==> config.mk <==
export PLATFORM = sky130hd
export DESIGN_NAME = modbus_rtu_master_transaction_flat
export DESIGN_NICKNAME = d
export VERILOG_FILES = /design/src/rtl/mbrtu_pkg.sv /design/src/rtl/mbrtu_in_if.sv /design/src/rtl/mbrtu_out_if.sv /design/src/rtl/mbrtu_ram.sv /design/src/rtl/modbus_rtu_master_transaction.sv /design/src/flat_wrapper.sv
export VERILOG_INCLUDE_DIRS = /design/src /design/src/rtl
export SDC_FILE = /design/constraint.sdc
export NUM_CORES = 1
export LEC_CHECK = 0
export BUFFER_PORTS_ARGS = -buffer_cell sky130_fd_sc_hd__buf_2
export CAP_MARGIN = 40
export CELL_PAD_IN_SITES_DETAIL_PLACEMENT = 1
export CELL_PAD_IN_SITES_GLOBAL_PLACEMENT = 1
export CORE_MARGIN = 3
export CORE_UTILIZATION = 30
export CTS_CLUSTER_DIAMETER = 200
export DETAILED_ROUTE_END_ITERATION = 12
export HOLD_SLACK_MARGIN = 0.15
export PLACE_DENSITY_LB_ADDON = 0.1
export SETUP_SLACK_MARGIN = 0.5
export SYNTH_ARGS = -nofsm -noshare
export SYNTH_HDL_FRONTEND = slang
export SYNTH_SLANG_ARGS = --single-unit
==> constraint.sdc <==
create_clock -name clk -period 10.9 [get_ports clk]
set_clock_uncertainty 0.05 [all_clocks]
set_input_delay 2.18 -clock clk [delete_from_list [all_inputs] [get_ports clk]]
set_output_delay 2.18 -clock clk [all_outputs]
set_load 0.05 [all_outputs]
==> src/rtl/assert_macros.svh <==
// Assertion macros used by the RTL top level.
`ifndef ASSERT_MACROS_SVH
`define ASSERT_MACROS_SVH
`ifndef SYNTH
`define ASSERT_SAME(label, clk, rstn, ante, cons) \
	label: assert property (@(posedge clk) disable iff (!rstn) (ante) |-> (cons)) \
		else $error("assertion failed");
`define ASSERT_NEXT(label, clk, rstn, ante, cons) \
	label: assert property (@(posedge clk) disable iff (!rstn) (ante) |=> (cons)) \
		else $error("assertion failed");
`else
`define ASSERT_SAME(label, clk, rstn, ante, cons)
`define ASSERT_NEXT(label, clk, rstn, ante, cons)
`endif
`endif

==> src/rtl/mbrtu_pkg.sv <==
// Types, constants and CRC helpers of the Modbus RTU master.
`timescale 1ns / 1ps
package mbrtu_pkg;
	localparam int BUFFER_BYTES = 64;
	localparam int BUF_AW = $clog2(BUFFER_BYTES);
	localparam int CNT_W = BUF_AW + 1;

	typedef enum logic [1:0] {
		OP_START = 2'd0,
		OP_TX_DONE = 2'd1,
		OP_RX_BYTE = 2'd2,
		OP_TICK = 2'd3
	} op_t;

	typedef enum logic [1:0] {
		KIND_BYTE = 2'd0,
		KIND_WORD = 2'd1,
		KIND_STATUS = 2'd2,
		KIND_DIR = 2'd3
	} kind_t;

	typedef enum logic [2:0] {
		PH_IDLE = 3'd0,
		PH_SEND = 3'd1,
		PH_RECV = 3'd2,
		PH_DONE = 3'd3,
		PH_FAIL = 3'd4
	} phase_t;

	localparam logic [1:0] CFG_BYTE_TIMEOUT = 2'd0;
	localparam logic [1:0] CFG_RESP_TIMEOUT = 2'd1;
	localparam logic [1:0] CFG_EXC_FUNCTION = 2'd2;

	localparam logic [15:0] CRC_INIT = 16'hFFFF;
	localparam logic [15:0] CRC_POLY = 16'hA001;
	localparam logic [10:0] SILENCE_MAX = 11'd2047;

	// One bit step of the reflected Modbus CRC-16.
	function automatic logic [15:0] crc_bit(input logic [15:0] crc);
		crc_bit = crc[0] ? ((crc >> 1) ^ CRC_POLY) : (crc >> 1);
	endfunction
endpackage

==> src/rtl/mbrtu_in_if.sv <==
// Input item channel of the Modbus RTU master.
`timescale 1ns / 1ps
interface mbrtu_in_if;
	logic valid;
	logic ready;
	logic [1:0] op;
	logic [7:0] slave_addr;
	logic [7:0] function_code;
	logic [15:0] start_register;
	logic [4:0] register_count;
	logic [7:0] rx_byte;
	modport source (output valid, op, slave_addr, function_code, start_register,
		register_count, rx_byte, input ready);
	modport sink (input valid, op, slave_addr, function_code, start_register,
		register_count, rx_byte, output ready);
endinterface

==> src/rtl/mbrtu_out_if.sv <==
// Result item channel of the Modbus RTU master.
`timescale 1ns / 1ps
interface mbrtu_out_if;
	logic valid;
	logic ready;
	logic [1:0] kind;
	logic [15:0] value;
	logic last;
	modport source (output valid, kind, value, last, input ready);
	modport sink (input valid, kind, value, last, output ready);
endinterface

==> src/rtl/mbrtu_ram.sv <==
// Generic single write port RAM with registered read.
`timescale 1ns / 1ps
module mbrtu_ram #(
	parameter int WIDTH = 8,
	parameter int DEPTH = 64
) (
	input logic clk,
	input logic we,
	input logic [$clog2(DEPTH)-1:0] waddr,
	input logic [WIDTH-1:0] wdata,
	input logic [$clog2(DEPTH)-1:0] raddr,
	output logic [WIDTH-1:0] rdata
);
	logic [WIDTH-1:0] mem [DEPTH];

	always_ff @(posedge clk) begin
		if (we) begin
			mem[waddr] <= wdata;
		end
		rdata <= mem[raddr];
	end
endmodule

==> src/rtl/modbus_rtu_master_transaction.sv <==
// Top level of the Modbus RTU master for one read-registers transaction.
`timescale 1ns / 1ps
// Items enter on in_ch (valid/ready); results leave on out_ch with last set on
// the final result of each item. cfg_we/cfg_index/cfg_data write the byte
// timeout, response timeout and exception function code.
// in_ch.ready is high only while the sequencer is idle. A received byte and a
// tick that ends nothing are handled in the idle state. A start item runs the
// request bytes through a bit-serial CRC and then emits 9 results, one per
// cycle while the receiver takes them. A transmit done emits one result. A
// tick that ends a frame of the expected length walks the receive buffer
// through the same bit-serial CRC, byte by byte, then reads each register word.
// Both walks use the shared CRC bit step.
// Reset clears the sequencer, counters and phase and restores the register
// defaults; the buffer needs no clearing. Results sit in one output register;
// while the receiver stalls the sequencer waits in an emit state, but idle it accepts items.
module modbus_rtu_master_transaction (
	input logic clk,
	input logic arst_n,
	mbrtu_in_if.sink in_ch,
	mbrtu_out_if.source out_ch,
	input logic cfg_we,
	input logic [1:0] cfg_index,
	input logic [9:0] cfg_data
);
	import mbrtu_pkg::*;
	`include "assert_macros.svh"

	typedef enum logic [10:0] {
		S_IDLE = 11'b00000000001,
		S_REQ_BYTE = 11'b00000000010,
		S_REQ_BIT = 11'b00000000100,
		S_REQ_EMIT = 11'b00000001000,
		S_CHK_RD = 11'b00000010000,
		S_CHK_BYTE = 11'b00000100000,
		S_CHK_BIT = 11'b00001000000,
		S_W_RDH = 11'b00010000000,
		S_W_RDL = 11'b00100000000,
		S_W_EMIT = 11'b01000000000,
		S_ONE = 11'b10000000000
	} state_t;

	state_t state_q;
	phase_t phase_q;
	logic [7:0] byte_to_q, exc_fn_q;
	logic [9:0] resp_to_q;
	logic [CNT_W-1:0] rx_count_q;
	logic ovf_q;
	logic [10:0] silence_q;
	logic [7:0] addr_q, fc_q, hi_q, crc_lo_q;
	logic [15:0] reg_q, crc_q;
	logic [4:0] regs_q;
	logic [6:0] idx_q;
	logic [2:0] bit_q;
	logic bad_q;
	logic [1:0] one_kind_q;
	logic [15:0] one_val_q;
	logic out_valid_q, out_last_q;
	logic [1:0] out_kind_q;
	logic [15:0] out_value_q;

	logic accept, slot_free, ram_we, out_load;
	logic [BUF_AW-1:0] ram_raddr;
	logic [7:0] ram_rdata;
	logic [6:0] dlen, frame_len, crc_end;
	logic [10:0] silence_nxt, limit;
	logic [7:0] req_byte;
	logic [1:0] emit_kind;
	logic [15:0] emit_val;
	logic [6:0] idx_p1;

	assign accept = in_ch.valid && in_ch.ready;
	assign in_ch.ready = (state_q == S_IDLE);
	assign slot_free = !out_valid_q || out_ch.ready;
	// The output register takes a new result in this cycle.
	assign out_load = slot_free
		&& (state_q == S_REQ_EMIT || state_q == S_W_EMIT || state_q == S_ONE);
	assign out_ch.valid = out_valid_q;
	assign out_ch.kind = out_kind_q;
	assign out_ch.value = out_value_q;
	assign out_ch.last = out_last_q;

	assign dlen = {1'b0, regs_q, 1'b0};
	assign frame_len = dlen + 7'd5;
	assign crc_end = dlen + 7'd3;
	assign idx_p1 = idx_q + 7'd1;
	assign silence_nxt = (silence_q == SILENCE_MAX) ? silence_q : silence_q + 11'd1;
	assign limit = (rx_count_q != '0) ? {3'b000, byte_to_q} : {1'b0, resp_to_q};

	assign ram_we = accept && (op_t'(in_ch.op) == OP_RX_BYTE) && (phase_q == PH_RECV)
		&& (rx_count_q < CNT_W'(BUFFER_BYTES));
	assign ram_raddr = (state_q == S_W_RDL || state_q == S_W_EMIT) ?
		idx_p1[BUF_AW-1:0] : idx_q[BUF_AW-1:0];

	mbrtu_ram #(.WIDTH(8), .DEPTH(BUFFER_BYTES)) u_rx_buf (
		.clk(clk),
		.we(ram_we),
		.waddr(rx_count_q[BUF_AW-1:0]),
		.wdata(in_ch.rx_byte),
		.raddr(ram_raddr),
		.rdata(ram_rdata)
	);

	// Request byte by position; the count high byte is always zero.
	always_comb begin
		unique case (idx_q[2:0])
			3'd0: req_byte = addr_q;
			3'd1: req_byte = fc_q;
			3'd2: req_byte = reg_q[15:8];
			3'd3: req_byte = reg_q[7:0];
			3'd5: req_byte = {3'b000, regs_q};
			default: req_byte = 8'd0;
		endcase
	end

	// Request emission order: direction, six request bytes, CRC low, CRC high.
	always_comb begin
		priority if (idx_q == 7'd0) begin
			emit_kind = KIND_DIR;
			emit_val = 16'd1;
		end else if (idx_q == 7'd7) begin
			emit_kind = KIND_BYTE;
			emit_val = {8'd0, crc_q[7:0]};
		end else if (idx_q == 7'd8) begin
			emit_kind = KIND_BYTE;
			emit_val = {8'd0, crc_q[15:8]};
		end else begin
			emit_kind = KIND_BYTE;
			unique case (idx_q[2:0])
				3'd1: emit_val = {8'd0, addr_q};
				3'd2: emit_val = {8'd0, fc_q};
				3'd3: emit_val = {8'd0, reg_q[15:8]};
				3'd4: emit_val = {8'd0, reg_q[7:0]};
				3'd6: emit_val = {11'd0, regs_q};
				default: emit_val = 16'd0;
			endcase
		end
	end

	always_ff @(posedge clk or negedge arst_n) begin
		if (!arst_n) begin
			byte_to_q <= 8'd5;
			resp_to_q <= 10'd30;
			exc_fn_q <= 8'd131;
		end else if (cfg_we) begin
			unique case (cfg_index)
				CFG_BYTE_TIMEOUT: byte_to_q <= cfg_data[7:0];
				CFG_RESP_TIMEOUT: resp_to_q <= cfg_data;
				CFG_EXC_FUNCTION: exc_fn_q <= cfg_data[7:0];
				default: ;
			endcase
		end
	end

	always_ff @(posedge clk or negedge arst_n) begin
		if (!arst_n) begin
			state_q <= S_IDLE;
			phase_q <= PH_IDLE;
			rx_count_q <= '0;
			ovf_q <= 1'b0;
			silence_q <= '0;
			addr_q <= '0;
			regs_q <= '0;
			out_valid_q <= 1'b0;
		end else begin
			if (out_valid_q && out_ch.ready && !out_load) begin
				out_valid_q <= 1'b0;
			end
			unique case (state_q)
				S_IDLE: begin
					if (accept) begin
						unique case (op_t'(in_ch.op))
							OP_START: begin
								addr_q <= in_ch.slave_addr;
								fc_q <= in_ch.function_code;
								reg_q <= in_ch.start_register;
								regs_q <= in_ch.register_count;
								rx_count_q <= '0;
								ovf_q <= 1'b0;
								silence_q <= '0;
								phase_q <= PH_SEND;
								crc_q <= CRC_INIT;
								idx_q <= '0;
								state_q <= S_REQ_BYTE;
							end
							OP_TX_DONE: begin
								if (phase_q == PH_SEND) begin
									phase_q <= PH_RECV;
									silence_q <= '0;
									one_kind_q <= KIND_DIR;
									one_val_q <= 16'd0;
									state_q <= S_ONE;
								end
							end
							OP_RX_BYTE: begin
								if (phase_q == PH_RECV) begin
									if (rx_count_q < CNT_W'(BUFFER_BYTES)) begin
										rx_count_q <= rx_count_q + CNT_W'(1);
									end else begin
										ovf_q <= 1'b1;
									end
									silence_q <= '0;
								end
							end
							OP_TICK: begin
								if (phase_q == PH_RECV) begin
									silence_q <= silence_nxt;
									if (silence_nxt > limit) begin
										if (ovf_q || (rx_count_q != CNT_W'(frame_len))) begin
											phase_q <= PH_FAIL;
											one_kind_q <= KIND_STATUS;
											one_val_q <= 16'd1;
											state_q <= S_ONE;
										end else begin
											idx_q <= '0;
											bad_q <= 1'b0;
											crc_q <= CRC_INIT;
											state_q <= S_CHK_RD;
										end
									end
								end
							end
							default: ;
						endcase
					end
				end
				S_REQ_BYTE: begin
					crc_q <= crc_q ^ {8'd0, req_byte};
					bit_q <= '0;
					state_q <= S_REQ_BIT;
				end
				S_REQ_BIT: begin
					crc_q <= crc_bit(crc_q);
					bit_q <= bit_q + 3'd1;
					if (bit_q == 3'd7) begin
						if (idx_q == 7'd5) begin
							idx_q <= '0;
							state_q <= S_REQ_EMIT;
						end else begin
							idx_q <= idx_p1;
							state_q <= S_REQ_BYTE;
						end
					end
				end
				S_REQ_EMIT: begin
					if (slot_free) begin
						out_valid_q <= 1'b1;
						out_kind_q <= emit_kind;
						out_value_q <= emit_val;
						out_last_q <= (idx_q == 7'd8);
						idx_q <= idx_p1;
						if (idx_q == 7'd8) begin
							state_q <= S_IDLE;
						end
					end
				end
				S_CHK_RD: begin
					state_q <= S_CHK_BYTE;
				end
				S_CHK_BYTE: begin
					if ((idx_q == 7'd0 && ram_rdata != addr_q)
						|| (idx_q == 7'd1 && ram_rdata == exc_fn_q)
						|| (idx_q == 7'd2 && ram_rdata != {1'b0, dlen})) begin
						bad_q <= 1'b1;
					end
					priority if (idx_q < crc_end) begin
						crc_q <= crc_q ^ {8'd0, ram_rdata};
						bit_q <= '0;
						state_q <= S_CHK_BIT;
					end else if (idx_q == crc_end) begin
						crc_lo_q <= ram_rdata;
						idx_q <= idx_p1;
						state_q <= S_CHK_RD;
					end else begin
						if (!bad_q && {ram_rdata, crc_lo_q} == crc_q) begin
							if (regs_q != '0) begin
								idx_q <= 7'd3;
								state_q <= S_W_RDH;
							end else begin
								phase_q <= PH_DONE;
								one_kind_q <= KIND_STATUS;
								one_val_q <= 16'd0;
								state_q <= S_ONE;
							end
						end else begin
							phase_q <= PH_FAIL;
							one_kind_q <= KIND_STATUS;
							one_val_q <= 16'd1;
							state_q <= S_ONE;
						end
					end
				end
				S_CHK_BIT: begin
					crc_q <= crc_bit(crc_q);
					bit_q <= bit_q + 3'd1;
					if (bit_q == 3'd7) begin
						idx_q <= idx_p1;
						state_q <= S_CHK_RD;
					end
				end
				S_W_RDH: begin
					state_q <= S_W_RDL;
				end
				S_W_RDL: begin
					hi_q <= ram_rdata;
					state_q <= S_W_EMIT;
				end
				S_W_EMIT: begin
					if (slot_free) begin
						out_valid_q <= 1'b1;
						out_kind_q <= KIND_WORD;
						out_value_q <= {hi_q, ram_rdata};
						out_last_q <= 1'b0;
						idx_q <= idx_q + 7'd2;
						if (idx_q + 7'd2 == crc_end) begin
							phase_q <= PH_DONE;
							one_kind_q <= KIND_STATUS;
							one_val_q <= 16'd0;
							state_q <= S_ONE;
						end else begin
							state_q <= S_W_RDH;
						end
					end
				end
				S_ONE: begin
					if (slot_free) begin
						out_valid_q <= 1'b1;
						out_kind_q <= one_kind_q;
						out_value_q <= one_val_q;
						out_last_q <= 1'b1;
						state_q <= S_IDLE;
					end
				end
				default: state_q <= S_IDLE;
			endcase
		end
	end

	`ASSERT_SAME(a_count_bound, clk, arst_n, 1'b1, rx_count_q <= CNT_W'(BUFFER_BYTES))
	`ASSERT_NEXT(a_start_crc, clk, arst_n, accept && op_t'(in_ch.op) == OP_START, state_q == S_REQ_BYTE)
	`ASSERT_SAME(a_words_need_regs, clk, arst_n, state_q == S_W_EMIT, regs_q != 5'd0)
endmodule

==> src/flat_wrapper.sv <==
// flat-port wrapper written by rule: the top's interface ports become plain ports
module modbus_rtu_master_transaction_flat import mbrtu_pkg::*;
  (clk, arst_n, cfg_we, cfg_index, cfg_data, in_ch_valid, in_ch_op, in_ch_slave_addr, in_ch_function_code, in_ch_start_register, in_ch_register_count, in_ch_rx_byte, in_ch_ready, out_ch_valid, out_ch_kind, out_ch_value, out_ch_last, out_ch_ready);
  mbrtu_in_if in_ch_i ();
  mbrtu_out_if out_ch_i ();
  input logic clk;
  input logic arst_n;
  input logic cfg_we;
  input logic [1:0] cfg_index;
  input logic [9:0] cfg_data;
  input wire logic [$bits(in_ch_i.valid)-1:0] in_ch_valid;
  input wire logic [$bits(in_ch_i.op)-1:0] in_ch_op;
  input wire logic [$bits(in_ch_i.slave_addr)-1:0] in_ch_slave_addr;
  input wire logic [$bits(in_ch_i.function_code)-1:0] in_ch_function_code;
  input wire logic [$bits(in_ch_i.start_register)-1:0] in_ch_start_register;
  input wire logic [$bits(in_ch_i.register_count)-1:0] in_ch_register_count;
  input wire logic [$bits(in_ch_i.rx_byte)-1:0] in_ch_rx_byte;
  output wire logic [$bits(in_ch_i.ready)-1:0] in_ch_ready;
  output wire logic [$bits(out_ch_i.valid)-1:0] out_ch_valid;
  output wire logic [$bits(out_ch_i.kind)-1:0] out_ch_kind;
  output wire logic [$bits(out_ch_i.value)-1:0] out_ch_value;
  output wire logic [$bits(out_ch_i.last)-1:0] out_ch_last;
  input wire logic [$bits(out_ch_i.ready)-1:0] out_ch_ready;
  assign in_ch_i.valid = in_ch_valid;
  assign in_ch_i.op = in_ch_op;
  assign in_ch_i.slave_addr = in_ch_slave_addr;
  assign in_ch_i.function_code = in_ch_function_code;
  assign in_ch_i.start_register = in_ch_start_register;
  assign in_ch_i.register_count = in_ch_register_count;
  assign in_ch_i.rx_byte = in_ch_rx_byte;
  assign in_ch_ready = in_ch_i.ready;
  assign out_ch_valid = out_ch_i.valid;
  assign out_ch_kind = out_ch_i.kind;
  assign out_ch_value = out_ch_i.value;
  assign out_ch_last = out_ch_i.last;
  assign out_ch_i.ready = out_ch_ready;
  modbus_rtu_master_transaction u_core (.clk(clk), .arst_n(arst_n), .in_ch(in_ch_i), .out_ch(out_ch_i), .cfg_we(cfg_we), .cfg_index(cfg_index), .cfg_data(cfg_data));
endmodule
* Yosys cells after proc, flatten, opt, wreduce, memory -nomap -nowiden *
Memory sizes are Yosys's and may differ from the RTL's. A register that Yosys moved wholly into a read port is not among the register bits.
Cells that the tools add are included.

cells by class
  div/mod/pow operators = 0
  mux-type cells = 126
  reductions and logical operators = 54
  $lt $le $gt $ge = 3
  multiply operators = 0
  shift-type cells = 0
  add/subtract/negate cells = 7
  bitwise gates (word level) = 4
  eq/ne operators = 70

operator list
  kind                                                             number
  16-bit two-way mux                                               23
  11-bit two-way mux                                               20
  11-bit case mux with 11 select lines                             1
  7-bit two-way mux                                                15
  16-bit case mux with 3 select lines                              2
  8-bit case mux with 5 select lines                               2
  16-bit case mux with 2 select lines                              2
  16-bit case mux with 4 select lines                              1
  11-bit case mux with 4 select lines                              1
  7-bit case mux with 6 select lines                               1
  3-bit two-way mux                                                12
  11-bit case mux with 3 select lines                              1
  16-bit by 8-bit XOR with 16-bit output                           2
  2-bit two-way mux                                                15
  7-bit case mux with 2 select lines                               2
  3-bit case mux with 3 select lines                               3
  2-bit != test, second input constant                             12
  3-bit != test, second input constant                             8
  11-bit == test, second input constant                            2
  5-bit AND reduction                                              4
  2-bit by 1-bit != test with 1-bit output, second input constant  9
  16-bit == test                                                   1
  1-bit two-way mux                                                16
  8-bit AND reduction                                              2
  other kinds (65)                                                 107

word-level totals
  output and inout bits = 21
  ROM bits = 0
  bits in writable memories = 512
  input bits = 64
  bits in latches = 0
  memories kept = 1
  word-level logic and storage cells = 289
  register bits = 177

memory list
  name                 words  width  read ports  clocked after Yosys merged registers in  write ports  RTL line         source
  u_core.u_rx_buf.mem  64     8      1           1                                        1            mbrtu_ram.sv:14  logic [WIDTH-1:0] mem [DEPTH];

* Longest topological paths before layout *
  depth after elaboration = 9
  depth in mapped cells = 17
  depth with buffers taken out = 15

* Modules after synthesis *
Synthesis repeated with hierarchy kept, for this count alone.

unflattened totals
  cell total of the unflattened synthesis = 1,851
  area total of the unflattened synthesis = 29,463.3 um^2

modules (own cells, without submodules)
  module                         cells each  sequential area each (um^2)  instances  area an instance (um^2)
  mbrtu_ram                      972         15,534.9                     1          20,190.6
  modbus_rtu_master_transaction  879         4,481.8                      1          9,272.6

* Least setup slack after synthesis *
No wires, ideal clock.

  path type = register -> register
  from = register u_core.rx_count_q[3]
  to = register u_core.crc_q[10], enable pin
  clock period less this slack = 4.433 ns
  stages on the path, launching flop included = 15
  library setup time = 0.395 ns
  path slack = 6.467 ns
  data required time = 10.455 ns
  arrival time = 3.988 ns
  path buffers = 2
  cells stage by stage = dfrtp_1 or3_1 clkbuf_1 or4b_2 clkbuf_1 mux2i_1 ha_1 nor2b_1 o21a_1 o21bai_1 nand4b_1 a21oi_1 o31ai_1 a31oi_1 nor4_1

between the ends
  longest elaborated chain between the ends = 5
  elaborated cells between the ends (all ways) = 8
  classes of those cells = order compare: 1; eq/ne: 3; mux: 1; reduce/logical: 3

RTL lines
  element                                 RTL line                              source
  from (decl)                             modbus_rtu_master_transaction.sv:46   logic [CNT_W-1:0] rx_count_q;
  from (signal assigned)                  modbus_rtu_master_transaction.sv:197  rx_count_q <= rx_count_q + CNT_W'(1);
  7-bit nonzero test                      modbus_rtu_master_transaction.sv:87   assign limit = (rx_count_q != '0) ? {3'b000, byte_to_q} : {1'b0, resp_to_q};
  10-bit two-way mux                      modbus_rtu_master_transaction.sv:87
  11-bit > comparator                     modbus_rtu_master_transaction.sv:207  if (silence_nxt > limit) begin
  3-bit != test (no source line)          --
  8-bit AND reduction (no source line) *  --
  to (signal assigned)                    modbus_rtu_master_transaction.sv:227  crc_q <= crc_q ^ {8'd0, req_byte};
  to (signal assigned)                    modbus_rtu_master_transaction.sv:232  crc_q <= crc_bit(crc_q);
  to (signal assigned)                    modbus_rtu_master_transaction.sv:266  crc_q <= crc_q ^ {8'd0, ram_rdata};
  to (decl)                               modbus_rtu_master_transaction.sv:50   logic [15:0] reg_q, crc_q;

Mark *: on every way between the ends. The rest lies on a longest branch, timed or not.
A chain may end at the register's enable or synchronous reset.

* Final worst setup path *
  from = register u_core.idx_q[0]
  to = register u_core.u_rx_buf.rdata[7], read port of u_core.u_rx_buf.mem

between the ends
  longest elaborated chain between the ends = 2

RTL lines
  element                                 RTL line                              source
  from (decl)                             modbus_rtu_master_transaction.sv:52   logic [6:0] idx_q;
  from (signal assigned)                  modbus_rtu_master_transaction.sv:239  idx_q <= idx_p1;
  from (signal assigned)                  modbus_rtu_master_transaction.sv:250  idx_q <= idx_p1;
  from (signal assigned)                  modbus_rtu_master_transaction.sv:271  idx_q <= idx_p1;
  7-bit by 1-bit adder with 7-bit output  modbus_rtu_master_transaction.sv:85   assign idx_p1 = idx_q + 7'd1;
  6-bit two-way mux *                     modbus_rtu_master_transaction.sv:91   assign ram_raddr = (state_q == S_W_RDL || state_q == S_W_EMIT) ?
  to (decl)                               mbrtu_ram.sv:12                       output logic [WIDTH-1:0] rdata

Marks and branches as above.

==> results.md <==
* IO Pins at 85
* Ys flop type: edfxtp_1
* Initial antenna violation count at 0
* Synthesized instance count at 2,434
* EDFF count, synth at 600
* Worst-path clk slew at 60 ps
* Clock tree sinks at 681
* Register area share after synthesis at 64.0%
* Total CTS buffers at 81
* Worst setup EP type: flop
* Asr flop ratio synth at 10.7%
* Final hold violation count at 0
* Final number of setup-violating endpoints at 0
* Status: complete, no violations
* Post-synth top area share at 57.6%
* Fin area at 36,400 um^2
* Share of layout cells above drive strength 1 at 16.1%
* GRT Util Overall at 20.0%
* Worst-Skew Late Latency at 650 ps
* Slew @ Worst Pin at 945 ps
* Yosys reg bits at 681
* FMAX at 0.180 GHz
* Setup TNS at 0 ps
* Placeable Area at 103,000 um^2
* H-Tree Depth at 3
* LEAKAGE at 12.6 nW
* Row count at 117
* Post-synth cell types at 86
* RSZ-0062 raised after global routing: no
* Area of the multi-input gates at 10,600 um^2
* Vias/cell at 5.33
* First-pass GRT wire length at 158 mm
* Final ANT Viol Nets at 0
* Yosys warnings at 0
* Syn avg cell area at 12.8 um^2
* Place WS at 5350 ps
* Min cycle time layout at 5570 ps
* Pre-antenna DRT Iters at 6
* DR WL/cell at 27.5 um
* Initial drt markers at 1,440
* Top Layer Used: met4
* Startpoint Class: flop
* Worst-path maximum fanout at 66
* Cell Area, Placed at 33,600 um^2
* Max VDD drop at 0.132 mV
* N_diodes at 0
* Met3 WL at 3.77 mm
* Wire length on met1 at 50.2 mm
* WL met2 at 52.6 mm
* Clock Path Buffers at 3
* Root Driver: clkbuf_16
* Worst Setup Slack, final at 5330 ps
* Largest net degree at the start of global routing at 67
* Max cap viols at 0
* TritonCTS clock tree: yes
* NumNets Final at 2,618
* Final HPWL DP at 73.4 mm
* Syn Nets at 2,532
* Power Dens Cells at 231 nW/um^2
* Die height at 329 um
* Total Power at 0.00842 W
* Crit path DAT at 6120 ps
* DRC violations left at 0
* Leading area contributor after synthesis: edfxtp_1
* Initial core utilization at 30.5%
* Gpl congestion at 0.843
* Buffers on Ports at 84
* Cts repair resizes at 0
* Vias in the first global route at 22,100
* Fill cell count at 10,800
* Setup bufs post-CTS at 0
* Final period util at 51.1%
* Critical path type: reg -> reg
* Final wirelength at 109 mm
* Hold-fix buffers, CTS at 0
* Synth cell count leaders: edfxtp_1, nand2_1, mux2i_1, nand3_1, nor2_1
* Top post-synthesis cells by area: edfxtp_1, dfrtp_1, mux2i_1
* Mapped Area at 31,300 um^2
* Die area at 108,000 um^2
* Final Slew Violations at 0
* Total congestion overflow at 0
* Layout area overhead at 16.4%
* Seq. cell area at 20,000 um^2
* Slew HR at 35.4%
* HP Class: reg -> reg
* Die Wd at 329 um
* Vias at 21,100
* Top-count cell post-synth: edfxtp_1
* WP data required at 11,450 ps
where the power goes:
group	switching, W	internal, W
logic	0.00161	0.000861
registers	0.000171	0.00298
clock network	0.00114	0.00166
metal layers:
metal	track usage, %	vias to the layer above
li1	-	9470
met1	27.4	11000
met2	33.6	453
met3	2.49	124
met4	4.67	0
met5	0	-
cell type report:
class	count	area share, %
clock buffers	98	6.15
repair buffers	158	3.43
multi-input cells	1578	29.1
inverters	20	0.206
well taps	1368	4.70
flip-flops and latches	681	55.0
clock inverters	53	1.43
cell families (layout without fill, tap and decap cells):
logic type / Yosys count / in the layout / synth area share, %
simple gates: 822 / 822 / 12.5
mux: 213 / 213 / 8.16
compound gates: 427 / 427 / 9.31
flops: 681 / 681 / 64.0
xor+xnor: 82 / 82 / 2.32
buf+inv: 175 / 329 / 2.34
fa+ha+maj: 34 / 34 / 1.36
registers in the layout, indices dropped and copies added, names as in the netlist, 10 cells and up:
signal	flops
u_core.out_ch.value	16
u_core.silence_q	11
u_core.state_q	11
u_core.u_rx_buf.mem	512
u_core.resp_to_q	10
u_core.crc_q	16
u_core.reg_q	16
cells in the final DEF (no fill, tap or decap), types with 10 or more instances in the layout:
cell / instances
and2_1: 29
edfxtp_1: 600
inv_1: 16
a2111oi_0: 17
nor2b_1: 21
clkbuf_16: 86
nand3_1: 130
xor2_1: 29
buf_16: 12
clkinv_1: 13
a211oi_1: 19
a21oi_1: 120
a21o_1: 16
a31oi_1: 40
mux2i_1: 138
clkinv_2: 23
nor2_1: 124
nand2_1: 359
o21ai_0: 50
o22ai_1: 15
a22oi_1: 27
dfrtp_1: 63
o221ai_1: 27
mux2_2: 43
ha_1: 33
nand4_1: 33
a22o_1: 11
nand2b_1: 10
nor4_1: 15
mux4_2: 29
a32oi_1: 21
xnor2_1: 47
buf_2: 84
buf_4: 57
dfstp_2: 10
and3_1: 15
nor3_1: 22
stage by stage:
stage          util, %  cells  hold WS (ps)
6_report          35.5   3956           456
5_1_grt           35.5   3956           483
4_1_cts           35.5   3956           464
3_5_place_dp      32.8   3805           450
3_3_place_gp      32.3   3781           435
2_1_floorplan        -   2434           374
path summary, 6_finish.rpt:
| check | depth (start not counted) | slack [ps] | startpoint | endpoint |
|---|---|---|---|---|
| hold / removal | 1 | 460 | u_core.phase_q[2] | u_core.phase_q[2] |
| setup reg to reg | 12 | 5330 | u_core.idx_q[0] | u_core.u_rx_buf.rdata[7] |
| min in group asynchronous | 1 | 1360 | arst_n | u_core.addr_q[3] |
| hold reg to reg | 1 | 460 | u_core.phase_q[2] | u_core.phase_q[2] |
| max in group asynchronous | 3 | 8500 | arst_n | u_core.exc_fn_q[7] |
| setup / recovery | 12 | 5330 | u_core.idx_q[0] | u_core.u_rx_buf.rdata[7] |
critical path, stage by stage (launching register included):
cell and delay, ps:
edfxtp_1 330, buf_4 560, inv_2 80, ha_1 680, nand2b_1 160, or4_1 690
nand2_4 410, buf_4 690, nand2_1 570, o221ai_1 610, a31oi_1 130, nor3_1 360
a31o_1 150
No activity file was read; power rests on OpenSTA's default activity.
